--- src/rtl/pnm_ascii_number_tokenizer_macros.svh ---
// Assertion macros for the tokenizer RTL.
// Included by pnm_tok_core, the module that carries concurrent checks; no other dependencies.
`ifndef PNM_ASCII_NUMBER_TOKENIZER_MACROS_SVH
`define PNM_ASCII_NUMBER_TOKENIZER_MACROS_SVH

`ifndef SYNTHESIS
// Clocked check, disabled while reset is asserted.
`define PNM_ASSERT_RST(lbl, clk, rst_n, prop) \
  lbl: assert property (@(posedge clk) disable iff (!rst_n) prop) \
    else $error("tokenizer assertion failed");
// Clocked check that also holds during reset.
`define PNM_ASSERT_ALWAYS(lbl, clk, prop) \
  lbl: assert property (@(posedge clk) prop) \
    else $error("tokenizer assertion failed");
`else
`define PNM_ASSERT_RST(lbl, clk, rst_n, prop)
`define PNM_ASSERT_ALWAYS(lbl, clk, prop)
`endif

`endif

--- src/rtl/pnm_tok_pkg.sv ---
// Package for the tokenizer: widths, character codes and the result struct.
// No dependencies; imported by every tokenizer module.
`default_nettype none
package pnm_tok_pkg;

  localparam int VALUE_BITS = 32;  // accumulator width, saturates at 2^VALUE_BITS-1
  localparam int OUT_BITS   = 32;  // width of the emitted number field
  localparam int CHAR_BITS  = 8;

  localparam logic [VALUE_BITS-1:0] VALUE_MAX = {VALUE_BITS{1'b1}};

  localparam logic [CHAR_BITS-1:0] CH_HASH  = 8'h23;
  localparam logic [CHAR_BITS-1:0] CH_COMMA = 8'h2C;
  localparam logic [CHAR_BITS-1:0] CH_LF    = 8'h0A;
  localparam logic [CHAR_BITS-1:0] CH_CR    = 8'h0D;
  localparam logic [CHAR_BITS-1:0] CH_TAB   = 8'h09;
  localparam logic [CHAR_BITS-1:0] CH_SPACE = 8'h20;
  localparam logic [CHAR_BITS-1:0] CH_ZERO  = 8'h30;
  localparam logic [CHAR_BITS-1:0] CH_ONE   = 8'h31;
  localparam logic [CHAR_BITS-1:0] CH_NINE  = 8'h39;

  typedef struct packed {
    logic                valid;
    logic [OUT_BITS-1:0] value;
    logic                present;
    logic                garbage;
    logic                ovf;
    logic                last;
  } tok_res_t;

  // Fit the accumulator into the output field: truncate or zero-extend.
  function automatic logic [OUT_BITS-1:0] to_out(input logic [VALUE_BITS-1:0] acc);
    logic [VALUE_BITS+OUT_BITS-1:0] wide;
    wide = {{OUT_BITS{1'b0}}, acc};
    return wide[OUT_BITS-1:0];
  endfunction

endpackage
`default_nettype wire

--- src/rtl/pnm_tok_core.sv ---
// Tokenizer state machine: classifies one byte per transfer and updates state.
// Depends on pnm_tok_pkg and the assertion macro header.
`default_nettype none
`include "pnm_ascii_number_tokenizer_macros.svh"
module pnm_tok_core
  import pnm_tok_pkg::*;
(
  input  wire logic                 clk,
  input  wire logic                 rst_n,
  input  wire logic                 cfg_wr_en,
  input  wire logic                 cfg_wr_data,
  input  wire logic                 step,
  input  wire logic [CHAR_BITS-1:0] char_byte,
  input  wire logic                 stream_end,
  output tok_res_t                  res
);

  localparam logic [1:0] PH_SKIP    = 2'd0;
  localparam logic [1:0] PH_COMMENT = 2'd1;
  localparam logic [1:0] PH_NUMBER  = 2'd2;

  logic                  mode_r;
  logic [1:0]            phase_r, phase_nxt;
  logic [VALUE_BITS-1:0] acc_r, acc_nxt;
  logic                  sat_r, sat_nxt;
  logic                  garbage_r, garbage_nxt;

  logic                  is_digit, is_sep;
  logic [3:0]            digit;
  logic [VALUE_BITS+3:0] ext, tenx;
  logic                  would_ovf;

  assign is_digit = (char_byte >= CH_ZERO) && (char_byte <= CH_NINE);
  assign is_sep   = (char_byte == CH_SPACE) || (char_byte == CH_TAB) ||
                    (char_byte == CH_CR) || (char_byte == CH_LF) ||
                    (char_byte == CH_COMMA);
  assign digit    = char_byte[3:0];

  // acc*10 + d as shift-and-add; any bit above the value width means saturation
  assign ext       = {4'b0000, acc_r};
  assign tenx      = (ext << 3) + (ext << 1) + {{VALUE_BITS{1'b0}}, digit};
  assign would_ovf = |tenx[VALUE_BITS+3:VALUE_BITS];

  always_comb begin
    phase_nxt   = phase_r;
    acc_nxt     = acc_r;
    sat_nxt     = sat_r;
    garbage_nxt = garbage_r;
    res         = '0;
    if (stream_end) begin
      res.valid = 1'b1;
      res.last  = 1'b1;
      if (phase_r == PH_NUMBER) begin
        res.value   = to_out(acc_r);
        res.present = 1'b1;
        res.ovf     = sat_r;
      end
      phase_nxt   = PH_SKIP;
      acc_nxt     = '0;
      sat_nxt     = 1'b0;
      garbage_nxt = 1'b0;
    end else begin
      case (phase_r)
        PH_COMMENT: begin
          if (char_byte == CH_LF) phase_nxt = PH_SKIP;
        end
        PH_NUMBER: begin
          if (is_digit) begin
            if (would_ovf) begin
              acc_nxt = VALUE_MAX;
              sat_nxt = 1'b1;
            end else begin
              acc_nxt = tenx[VALUE_BITS-1:0];
            end
          end else begin
            // emit and handle the ending byte as a byte between numbers
            res.valid   = 1'b1;
            res.value   = to_out(acc_r);
            res.present = 1'b1;
            res.ovf     = sat_r;
            phase_nxt   = PH_SKIP;
            acc_nxt     = '0;
            sat_nxt     = 1'b0;
            if (char_byte == CH_HASH) phase_nxt = PH_COMMENT;
            else if (!is_sep) garbage_nxt = 1'b1;
          end
        end
        default: begin
          phase_nxt = PH_SKIP;
          if (char_byte == CH_HASH) begin
            phase_nxt = PH_COMMENT;
          end else if (is_digit) begin
            if (!mode_r) begin
              acc_nxt   = {{(VALUE_BITS-4){1'b0}}, digit};
              sat_nxt   = 1'b0;
              phase_nxt = PH_NUMBER;
            end else if ((char_byte == CH_ZERO) || (char_byte == CH_ONE)) begin
              res.valid   = 1'b1;
              res.value   = {{(OUT_BITS-1){1'b0}}, char_byte[0]};
              res.present = 1'b1;
            end else begin
              garbage_nxt = 1'b1;
            end
          end else if (!is_sep) begin
            garbage_nxt = 1'b1;
          end
        end
      endcase
      res.garbage = garbage_nxt;
    end
    if (!stream_end) res.garbage = garbage_nxt;
    else res.garbage = garbage_r;
  end

  always_ff @(posedge clk) begin
    if (!rst_n) begin
      mode_r    <= 1'b0;
      phase_r   <= PH_SKIP;
      acc_r     <= '0;
      sat_r     <= 1'b0;
      garbage_r <= 1'b0;
    end else begin
      if (cfg_wr_en) mode_r <= cfg_wr_data;
      if (step) begin
        phase_r   <= phase_nxt;
        acc_r     <= acc_nxt;
        sat_r     <= sat_nxt;
        garbage_r <= garbage_nxt;
      end
    end
  end

  `PNM_ASSERT_RST(a_sat_holds_max, clk, rst_n, sat_r |-> (acc_r == VALUE_MAX))
  `PNM_ASSERT_RST(a_idle_acc_clear, clk, rst_n,
                  (phase_r != PH_NUMBER) |-> ((acc_r == '0) && !sat_r))
  `PNM_ASSERT_RST(a_end_clears, clk, rst_n,
                  (step && stream_end) |=> ((phase_r == PH_SKIP) && !garbage_r))

endmodule
`default_nettype wire

--- src/rtl/pnm_tok_out_reg.sv ---
// Result register: holds one finished result until the downstream side takes it.
// Depends on pnm_tok_pkg.
`default_nettype none
module pnm_tok_out_reg
  import pnm_tok_pkg::*;
(
  input  wire logic      clk,
  input  wire logic      rst_n,
  input  wire logic      load,
  input  wire tok_res_t  res,
  output logic           space,
  output logic           out_valid,
  input  wire logic      out_ready,
  output tok_res_t       out_res
);

  logic     valid_r, valid_nxt;
  tok_res_t res_r;

  // room when empty or when the held result leaves this cycle
  assign space = !valid_r || out_ready;

  always_comb begin
    valid_nxt = valid_r;
    if (load && res.valid) valid_nxt = 1'b1;
    else if (out_ready) valid_nxt = 1'b0;
  end

  always_ff @(posedge clk) begin
    if (!rst_n) valid_r <= 1'b0;
    else valid_r <= valid_nxt;
  end

  always_ff @(posedge clk) begin
    if (load && res.valid) res_r <= res;
  end

  assign out_valid = valid_r;
  assign out_res   = res_r;

endmodule
`default_nettype wire

--- src/rtl/pnm_ascii_number_tokenizer.sv ---
// Top level of the ASCII portable-anymap number tokenizer.
// Depends on pnm_tok_pkg, pnm_tok_core and pnm_tok_out_reg.
//
//   channel  direction  fields (low bit first)
//   in_*     slave      tdata[7:0] char_byte, tlast stream_end
//   out_*    master     tdata[31:0] number_value, tuser[0] number_present,
//                       tuser[1] garbage_seen, tuser[2] overflowed, tlast last
//   cfg_*    write-only cfg_wr_data = digit_mode
//
// One byte per cycle while in_tready is high: every transfer is decoded in the
// same cycle by the core (one shift-and-add and compare for the times-ten step)
// and its result, if any, is captured in the output register.
// in_tready drops only while a held result is stalled by out_tready low.
// Reset is synchronous, active low; it clears state and the output valid.
`default_nettype none
module pnm_ascii_number_tokenizer
  import pnm_tok_pkg::*;
(
  input  wire logic        clk,
  input  wire logic        rst_n,
  // configuration
  input  wire logic        cfg_wr_en,
  input  wire logic        cfg_wr_data,  // digit_mode
  // input stream
  input  wire logic        in_tvalid,
  output logic             in_tready,
  input  wire logic [7:0]  in_tdata,     // [7:0] char_byte
  input  wire logic        in_tlast,     // stream_end
  // result stream
  output logic             out_tvalid,
  input  wire logic        out_tready,
  output logic [31:0]      out_tdata,    // [31:0] number_value
  output logic [2:0]       out_tuser,    // [0] number_present, [1] garbage_seen, [2] overflowed
  output logic             out_tlast     // last
);

  logic     in_xfer;
  logic     space;
  tok_res_t step_res;
  tok_res_t held_res;

  // accept whenever the result register can take what this byte produces
  assign in_tready = space;
  assign in_xfer   = in_tvalid && space;

  pnm_tok_core u_core (
    .clk         (clk),
    .rst_n       (rst_n),
    .cfg_wr_en   (cfg_wr_en),
    .cfg_wr_data (cfg_wr_data),
    .step        (in_xfer),
    .char_byte   (in_tdata),
    .stream_end  (in_tlast),
    .res         (step_res)
  );

  pnm_tok_out_reg u_out (
    .clk       (clk),
    .rst_n     (rst_n),
    .load      (in_xfer),
    .res       (step_res),
    .space     (space),
    .out_valid (out_tvalid),
    .out_ready (out_tready),
    .out_res   (held_res)
  );

  // unpack the held result onto the stream fields
  assign out_tdata = held_res.value;
  assign out_tuser = {held_res.ovf, held_res.garbage, held_res.present};
  assign out_tlast = held_res.last;

endmodule
`default_nettype wire
--- config.mk ---
export PLATFORM = sky130hd
export DESIGN_NAME = pnm_ascii_number_tokenizer
export DESIGN_NICKNAME = d
export VERILOG_FILES = /design/src/rtl/pnm_tok_pkg.sv /design/src/rtl/pnm_tok_core.sv /design/src/rtl/pnm_tok_out_reg.sv /design/src/rtl/pnm_ascii_number_tokenizer.sv
export VERILOG_INCLUDE_DIRS = /design/src /design/src/rtl
export SDC_FILE = /design/constraint.sdc
export NUM_CORES = 1
export LEC_CHECK = 0
export ABC_AREA = 0
export BUFFER_PORTS_ARGS = -buffer_cell sky130_fd_sc_hd__buf_2
export CORE_AREA = 2 2 100 102
export DETAILED_ROUTE_END_ITERATION = 8
export DIE_AREA = 0 0 102 104
export PLACE_DENSITY = 0.77
export SLEW_MARGIN = 40
export SYNTH_ARGS = -nofsm -noshare
export SYNTH_HDL_FRONTEND = slang
export SYNTH_SLANG_ARGS = --single-unit
--- constraint.sdc ---
create_clock -name clk -period 5.1 [get_ports clk]
set_input_delay 1.02 -clock clk [delete_from_list [all_inputs] [get_ports clk]]
set_output_delay 1.02 -clock clk [all_outputs]
set_load 0.1 [all_outputs]
## Word level (Yosys, flattened, before mapping)

Cells that the tools add are included.

| word-level totals | value |
|---|---|
| flip-flop bits (word level) | 74 |
| input bits | 15 |
| output and inout port bits | 38 |
| word-level logic and storage cells | 94 |

| cells by class | value |
|---|---|
| $add $sub $neg | 2 |
| order comparisons | 2 |
| eq/ne operators | 16 |
| muxes and demuxes | 47 |
| reductions and logical operators | 16 |

Operator list:

| operator | number |
|---|---|
| $mux W34 | 6 |
| $mux W32 | 6 |
| $pmux W34 S2 | 1 |
| $pmux W32 S2 | 1 |
| $eq A8 B6 Y1 const B | 5 |
| $add A35 B33 Y36 | 1 |
| $add A36 B4 Y36 | 1 |
| $mux W33 | 1 |
| $eq A8 B4 Y1 const B | 3 |
| $mux W1 | 23 |
| $mux W2 | 6 |
| $ge A8 B6 Y1 const B | 1 |
| $le A8 B6 Y1 const B | 1 |
| $logic_or A1 B1 Y1 | 6 |
| $ne A3 B2 Y1 const B | 2 |
| $ne A3 B3 Y1 const B | 2 |
| $reduce_and A6 Y1 | 1 |
| $reduce_and A5 Y1 | 1 |
| $ne A4 B4 Y1 const B | 1 |
| $pmux W1 S2 | 2 |
| $pmux W2 S2 | 1 |
| $reduce_or A4 Y1 | 1 |
| $logic_and A1 B1 Y1 | 3 |
| $reduce_and A3 Y1 | 1 |
| other kinds (6) | 6 |

## Logic depth before layout (Yosys ltp)

| logic depth | value |
|---|---|
| depth in word-level cells | 11 |
| gate-level depth with buffers | 13 |

## By module

A second synthesis with hierarchy kept.

| second synthesis, totals | value |
|---|---|
| cells, all modules | 593 |
| area total of the unflattened synthesis | 5375.2 sq um |

Modules (own cells, without submodules):

| module | instances | cells an instance | area an instance (sq um) |
|---|---|---|---|
| pnm_tok_core | 1 | 550 | 4205.3 |
| pnm_tok_out_reg | 1 | 42 | 1163.6 |
| pnm_ascii_number_tokenizer | 1 | 1 | 6.3 |

## Worst setup path before layout

No wires, ideal clock.

| path | value |
|---|---|
| path type | input-to-reg |
| from | input out_tready |
| to | register u_out.res_r, in the netlist u_out.out_res[0], enable pin |
| library setup time | 0.429 ns |
| arrival time | 3.751 ns |
| data required time | 4.671 ns |
| slack | 0.920 ns |
| stages on the path | 3 |
| path buffers | 0 |
| cell sequence | nand2b_1 -> nand2_1 -> nor2_1 |

| on the way | value |
|---|---|
| word-level cells in the longest chain between the ends | 3 |

Ends and longest elaborated chain:

| what | RTL line | source |
|---|---|---|
| start, declared | pnm_ascii_number_tokenizer.sv:31 | `input wire logic out_tready,` |
| $logic_or A1 B1 Y1 | pnm_tok_out_reg.sv:21 | `assign space = !valid_r \|\| out_ready;` |
| $logic_and A1 B1 Y1 | pnm_ascii_number_tokenizer.sv:44 | `assign in_xfer = in_tvalid && space;` |
| $logic_and A1 B1 Y1 | pnm_tok_out_reg.sv:35 | `if (load && res.valid) res_r <= res;` |
| end signal, assigned | pnm_tok_out_reg.sv:35 |  |
| end, declared | pnm_tok_out_reg.sv:18 | `tok_res_t res_r;` |

Every way passes these cells.
A chain may end at the register's enable or synchronous reset.

## Final worst setup path

| path | value |
|---|---|
| from | input in_tdata[3] |
| to | register u_core.acc_r[7] |

| on the way | value |
|---|---|
| word-level cells in the longest chain between the ends | 6 |
| elaborated cells on any way between the ends | 13 |

Ends and longest elaborated chain:

| what | RTL line | source |
|---|---|---|
| start, declared | pnm_ascii_number_tokenizer.sv:27 | `input wire logic [7:0] in_tdata,` |
| $add A36 B4 Y36 | pnm_tok_core.sv:41 | `assign tenx = (ext << 3) + (ext << 1) + {{VALUE_BITS{1'b0}}, digit};` |
| $reduce_or A4 Y1 | pnm_tok_core.sv:42 | `assign would_ovf = \|tenx[VALUE_BITS+3:VALUE_BITS];` |
| $mux W32 | pnm_tok_core.sv:69 | `if (would_ovf) begin` |
| $mux W32 | pnm_tok_core.sv:68 | `if (is_digit) begin` |
| $pmux W32 S2 | pnm_tok_core.sv:63 | `case (phase_r)` |
| $mux W32 | pnm_tok_core.sv:50 | `if (stream_end) begin` |
| end signal, assigned | pnm_tok_core.sv:126 | `acc_r <= acc_nxt;` |
| end, declared | pnm_tok_core.sv:24 | `logic [VALUE_BITS-1:0] acc_r, acc_nxt;` |

Parallel ways exist; a longest one is shown, timed or not.

==> flow_summary.yaml <==
outcome:
  status: "completed"
logic_synthesis:
  muxShareOfSynthArea: 0.007193
  synth_xor_area_frac: 0.04091
  synth_edf_count: 36
  avgSynthCellArea_um2: 9.081
  ys_async_sr_fraction: 0
  ys.flop_type: "dfxtp_1"
  synth-compound-area-share: 0.2569
  ys_types: 70
  synthCells: 613
  ys_ff_latch: 74
  synth_top_family_by_area: "compound AO/OA/AOI/OAI gates"
  synth-simple-area-share: 0.1641
  synth_top_cells_by_count: "a21oi_1 (79), ha_1 (65), dfxtp_1 (38)"
  yosysTopAreaCell: "edfxtp_1"
  yosys_warnings: 0
  synth.net_count: 695
  synthTopCellsByArea: "edfxtp_1 (19%), ha_1 (15%), dfxtp_1 (14%), a21oi_1 (7.1%), and2_1 (3.8%)"
  synth_fa_ha_area_frac: 0.1533
  synth_top_area_frac: 0.1942
  ys_seq_area_frac: 0.3309
  synth.most_common_cell: "a21oi_1"
  synth.cell_area_um2: 5567
sta:
  rsz0062_at_grt: "no"
  worst_slack_ns: 1.154
  worstMarginPinSlew_ns: 0.7044
  holdWs_ns: 0.4879
  maxSlewHeadroom: 0.5299
  max_freq_ghz: 0.2534
  worst_clock_skew_ns: 0.01426
  setup-tns-final_ns: 0
  finalSetupViolCount: 0
  layout_min_cycle_time_ns: 3.946
  hold_violations: 0
  finalMaxSlewViolations: 0
  final.period_utilization: 0.7737
clock_network:
  cts_tree: "done"
  cts-root-buf: "clkbuf_8"
  cts_max_path_buffers: 2
  cts_inserted_buffers: 9
  cts_hold_buf: 0
  post_cts_buffers: 0
  cts.repair.resized: 0
  clk_pin_slew_ns: 0.07
  clkLatencyLatePin_ns: 0.36
  clock-sinks: 74
  cts_htree_levels: 3
die:
  fp-row-count: 36
  dieWidth_um: 102
  start_util: 0.5829
  ios: 53
  fp.coreArea_um2: 9549
  dieArea_um2: 10610
  die_h_um: 104
critical_path:
  cp.required_ns: 5.30
  cpPeakStageDelay_ns: 0.58
  r2r_cells: 10
  slowest_stage: "fa_1"
  path_class: "input port to register"
  r2r-end: "u_core.acc_r[7]"
  r2r_slack_ns: 1.59
  crit_chain: "buf_2 -> fa_1 -> inv_1 -> fa_1 -> nand2b_1 -> a21oi_1 -> buf_4 -> o21ai_0 -> a21oi_1 -> or3_1 -> a31o_2 -> buf_4 -> a311oi_1"
  path_max_fanout: 24
  startpoint_type: "input port"
  critPathCaptureType: "register"
  r2r-start: "u_core.acc_r[18]"
  arrival_ns: 4.14
detailed_routing:
  totalWireLength_um: 13890
  viasPerCell: 6.349
  initialDrtViolationCount: 418
  vias: 4997
  first_pass_iters: 5
  drc: 0
  wl_per_cell_um: 17.65
  postRouteAntennaNets: 0
global_routing:
  grt_pass1_vias: 4598
  grt_pass1_wl_um: 22370
  track_usage: 0.2633
  grt_antenna_before_repair: 0
  overflow: 0
  grt_max_degree: 38
placed_design:
  portBuffers: 52
  hpwl_um: 10360
  place_area_um2: 5898
  pre_cts_ws_ns: 0.8474
  gp_congestion: 0.9642
power_and_ir_drop:
  p_leak_nw: 2.671
  powerDensity_nw_per_um2: 212.2
  ir_drop_mv: 0.1447
flow_run:
  maxCapViolations: 0
cells_and_area:
  design_area_um2: 6112
  diodes: 0
  fin_util: 0.6401
  syn2layout_area_growth_pct: 9.800
  drive_gt1_frac: 0.1437
  nets: 731
worst_hold_path:
  hold_path_class: "register to register"
  hold_path_depth: 2
  hold_end: "u_core.sat_r"
  min_from: "u_core.sat_r"
==> layout make-up <==
type / instances / area [um2]
clock buffers: 13 / 148.9
clock inverters: 3 / 63.81
fillers: 817 / 3437
inverters: 15 / 56.30
multi-input cells: 487 / 3480
flip-flops and latches: 74 / 1842
well taps: 133 / 166.4
repair buffers: 62 / 355.3
==> sequential cells by signal, summed over array words and instances, names as in the netlist <==
register          cells
u_core.phase_r        2
u_core.garbage_r      1
u_out.out_valid       1
u_core.acc_r         32
u_core.mode_r         1
u_out.out_res        36
u_core.sat_r          1
==> cell usage in the layout, fill, tap and decap left out, types with 3 or more instances in the layout <==
cell type,Yosys,routed
or3_1,4,4
o21a_1,8,7
a41oi_1,3,3
a21o_2,3,3
a211oi_1,10,10
edfxtp_1,36,36
nand2b_1,5,5
nor2b_1,4,4
and4_1,3,3
a21o_1,15,15
o21bai_1,3,3
nand2_1,35,35
and2_1,34,35
ha_1,65,65
xor2_1,12,12
and3_1,8,8
a21oi_1,79,79
nand4_1,9,9
a221oi_1,4,4
nor4_1,4,3
o41ai_1,3,3
nand3_1,9,9
o211ai_1,7,7
buf_2,7,52
buf_4,0,9
xnor2_1,14,14
inv_1,15,15
clkbuf_8,4,10
o21ai_0,20,20
dfxtp_1,38,38
nor2_1,33,32
a22oi_1,3,3
a31oi_1,20,20
nor3_1,10,10
a311oi_1,14,14
o31ai_1,4,4
clkbuf_1,23,3
mux2i_1,4,4
==> worst max path at each step <==
stage | end | startpoint | slack, ns | cells after the start
2_1_floorplan | u_out.out_res[0] | out_tready | 0.92 | 3
3_3_place_gp | u_core.acc_r[30] | in_tdata[3] | 0.92 | 13
3_5_place_dp | u_core.acc_r[13] | in_tdata[3] | 0.85 | 13
5_1_grt | u_core.acc_r[7] | in_tdata[3] | 0.97 | 14
6_report | u_core.acc_r[7] | in_tdata[3] | 1.15 | 13
4_1_cts | u_core.acc_r[7] | in_tdata[3] | 1.21 | 13
==> kinds of logic after synthesis <==
family,after synthesis
multiplexers,4
XOR/XNOR,26
AO/OA/AOI/OAI,218
AND/OR/NAND/NOR,172
adder cells (fa/ha/maj),67
flip-flops,74
buffers and inverters,52
==> power breakdown <==
group          switching [mW]  leakage (nW)  internal (mW)
Combinational           0.134          1.93         0.0274
Sequential            0.00437         0.638          0.635
Clock                   0.208         0.105          0.288
==> stage by stage <==
| stage | instances | power, mW |
|---|---|---|
| finish | 787 | 1.297 |
| global route | 787 | 1.335 |
| CTS | 787 | 1.302 |
| detailed placement | 771 | 0.8127 |
| global placement | 770 | 0.8077 |
| floorplan | 613 | 0.7835 |
==> metal layers <==
layer / vias up / wire length [um] / GRT usage
li1: 2397 / - / -
met1: 2345 / 6398 / 0.3854
met2: 229 / 6284 / 0.3994
met3: 26 / 964 / 0.03696
met4: 0 / 243 / 0.08476
met5: - / 0 / 0
==> critical path: cells and delay by family <==
family          cells  cell delay [ns]
fa+ha+maj           2             1.02
compound gates      5             1.09
buf+inv             4             0.64
simple gates        2             0.37
(Power assumes the default switching activity.)
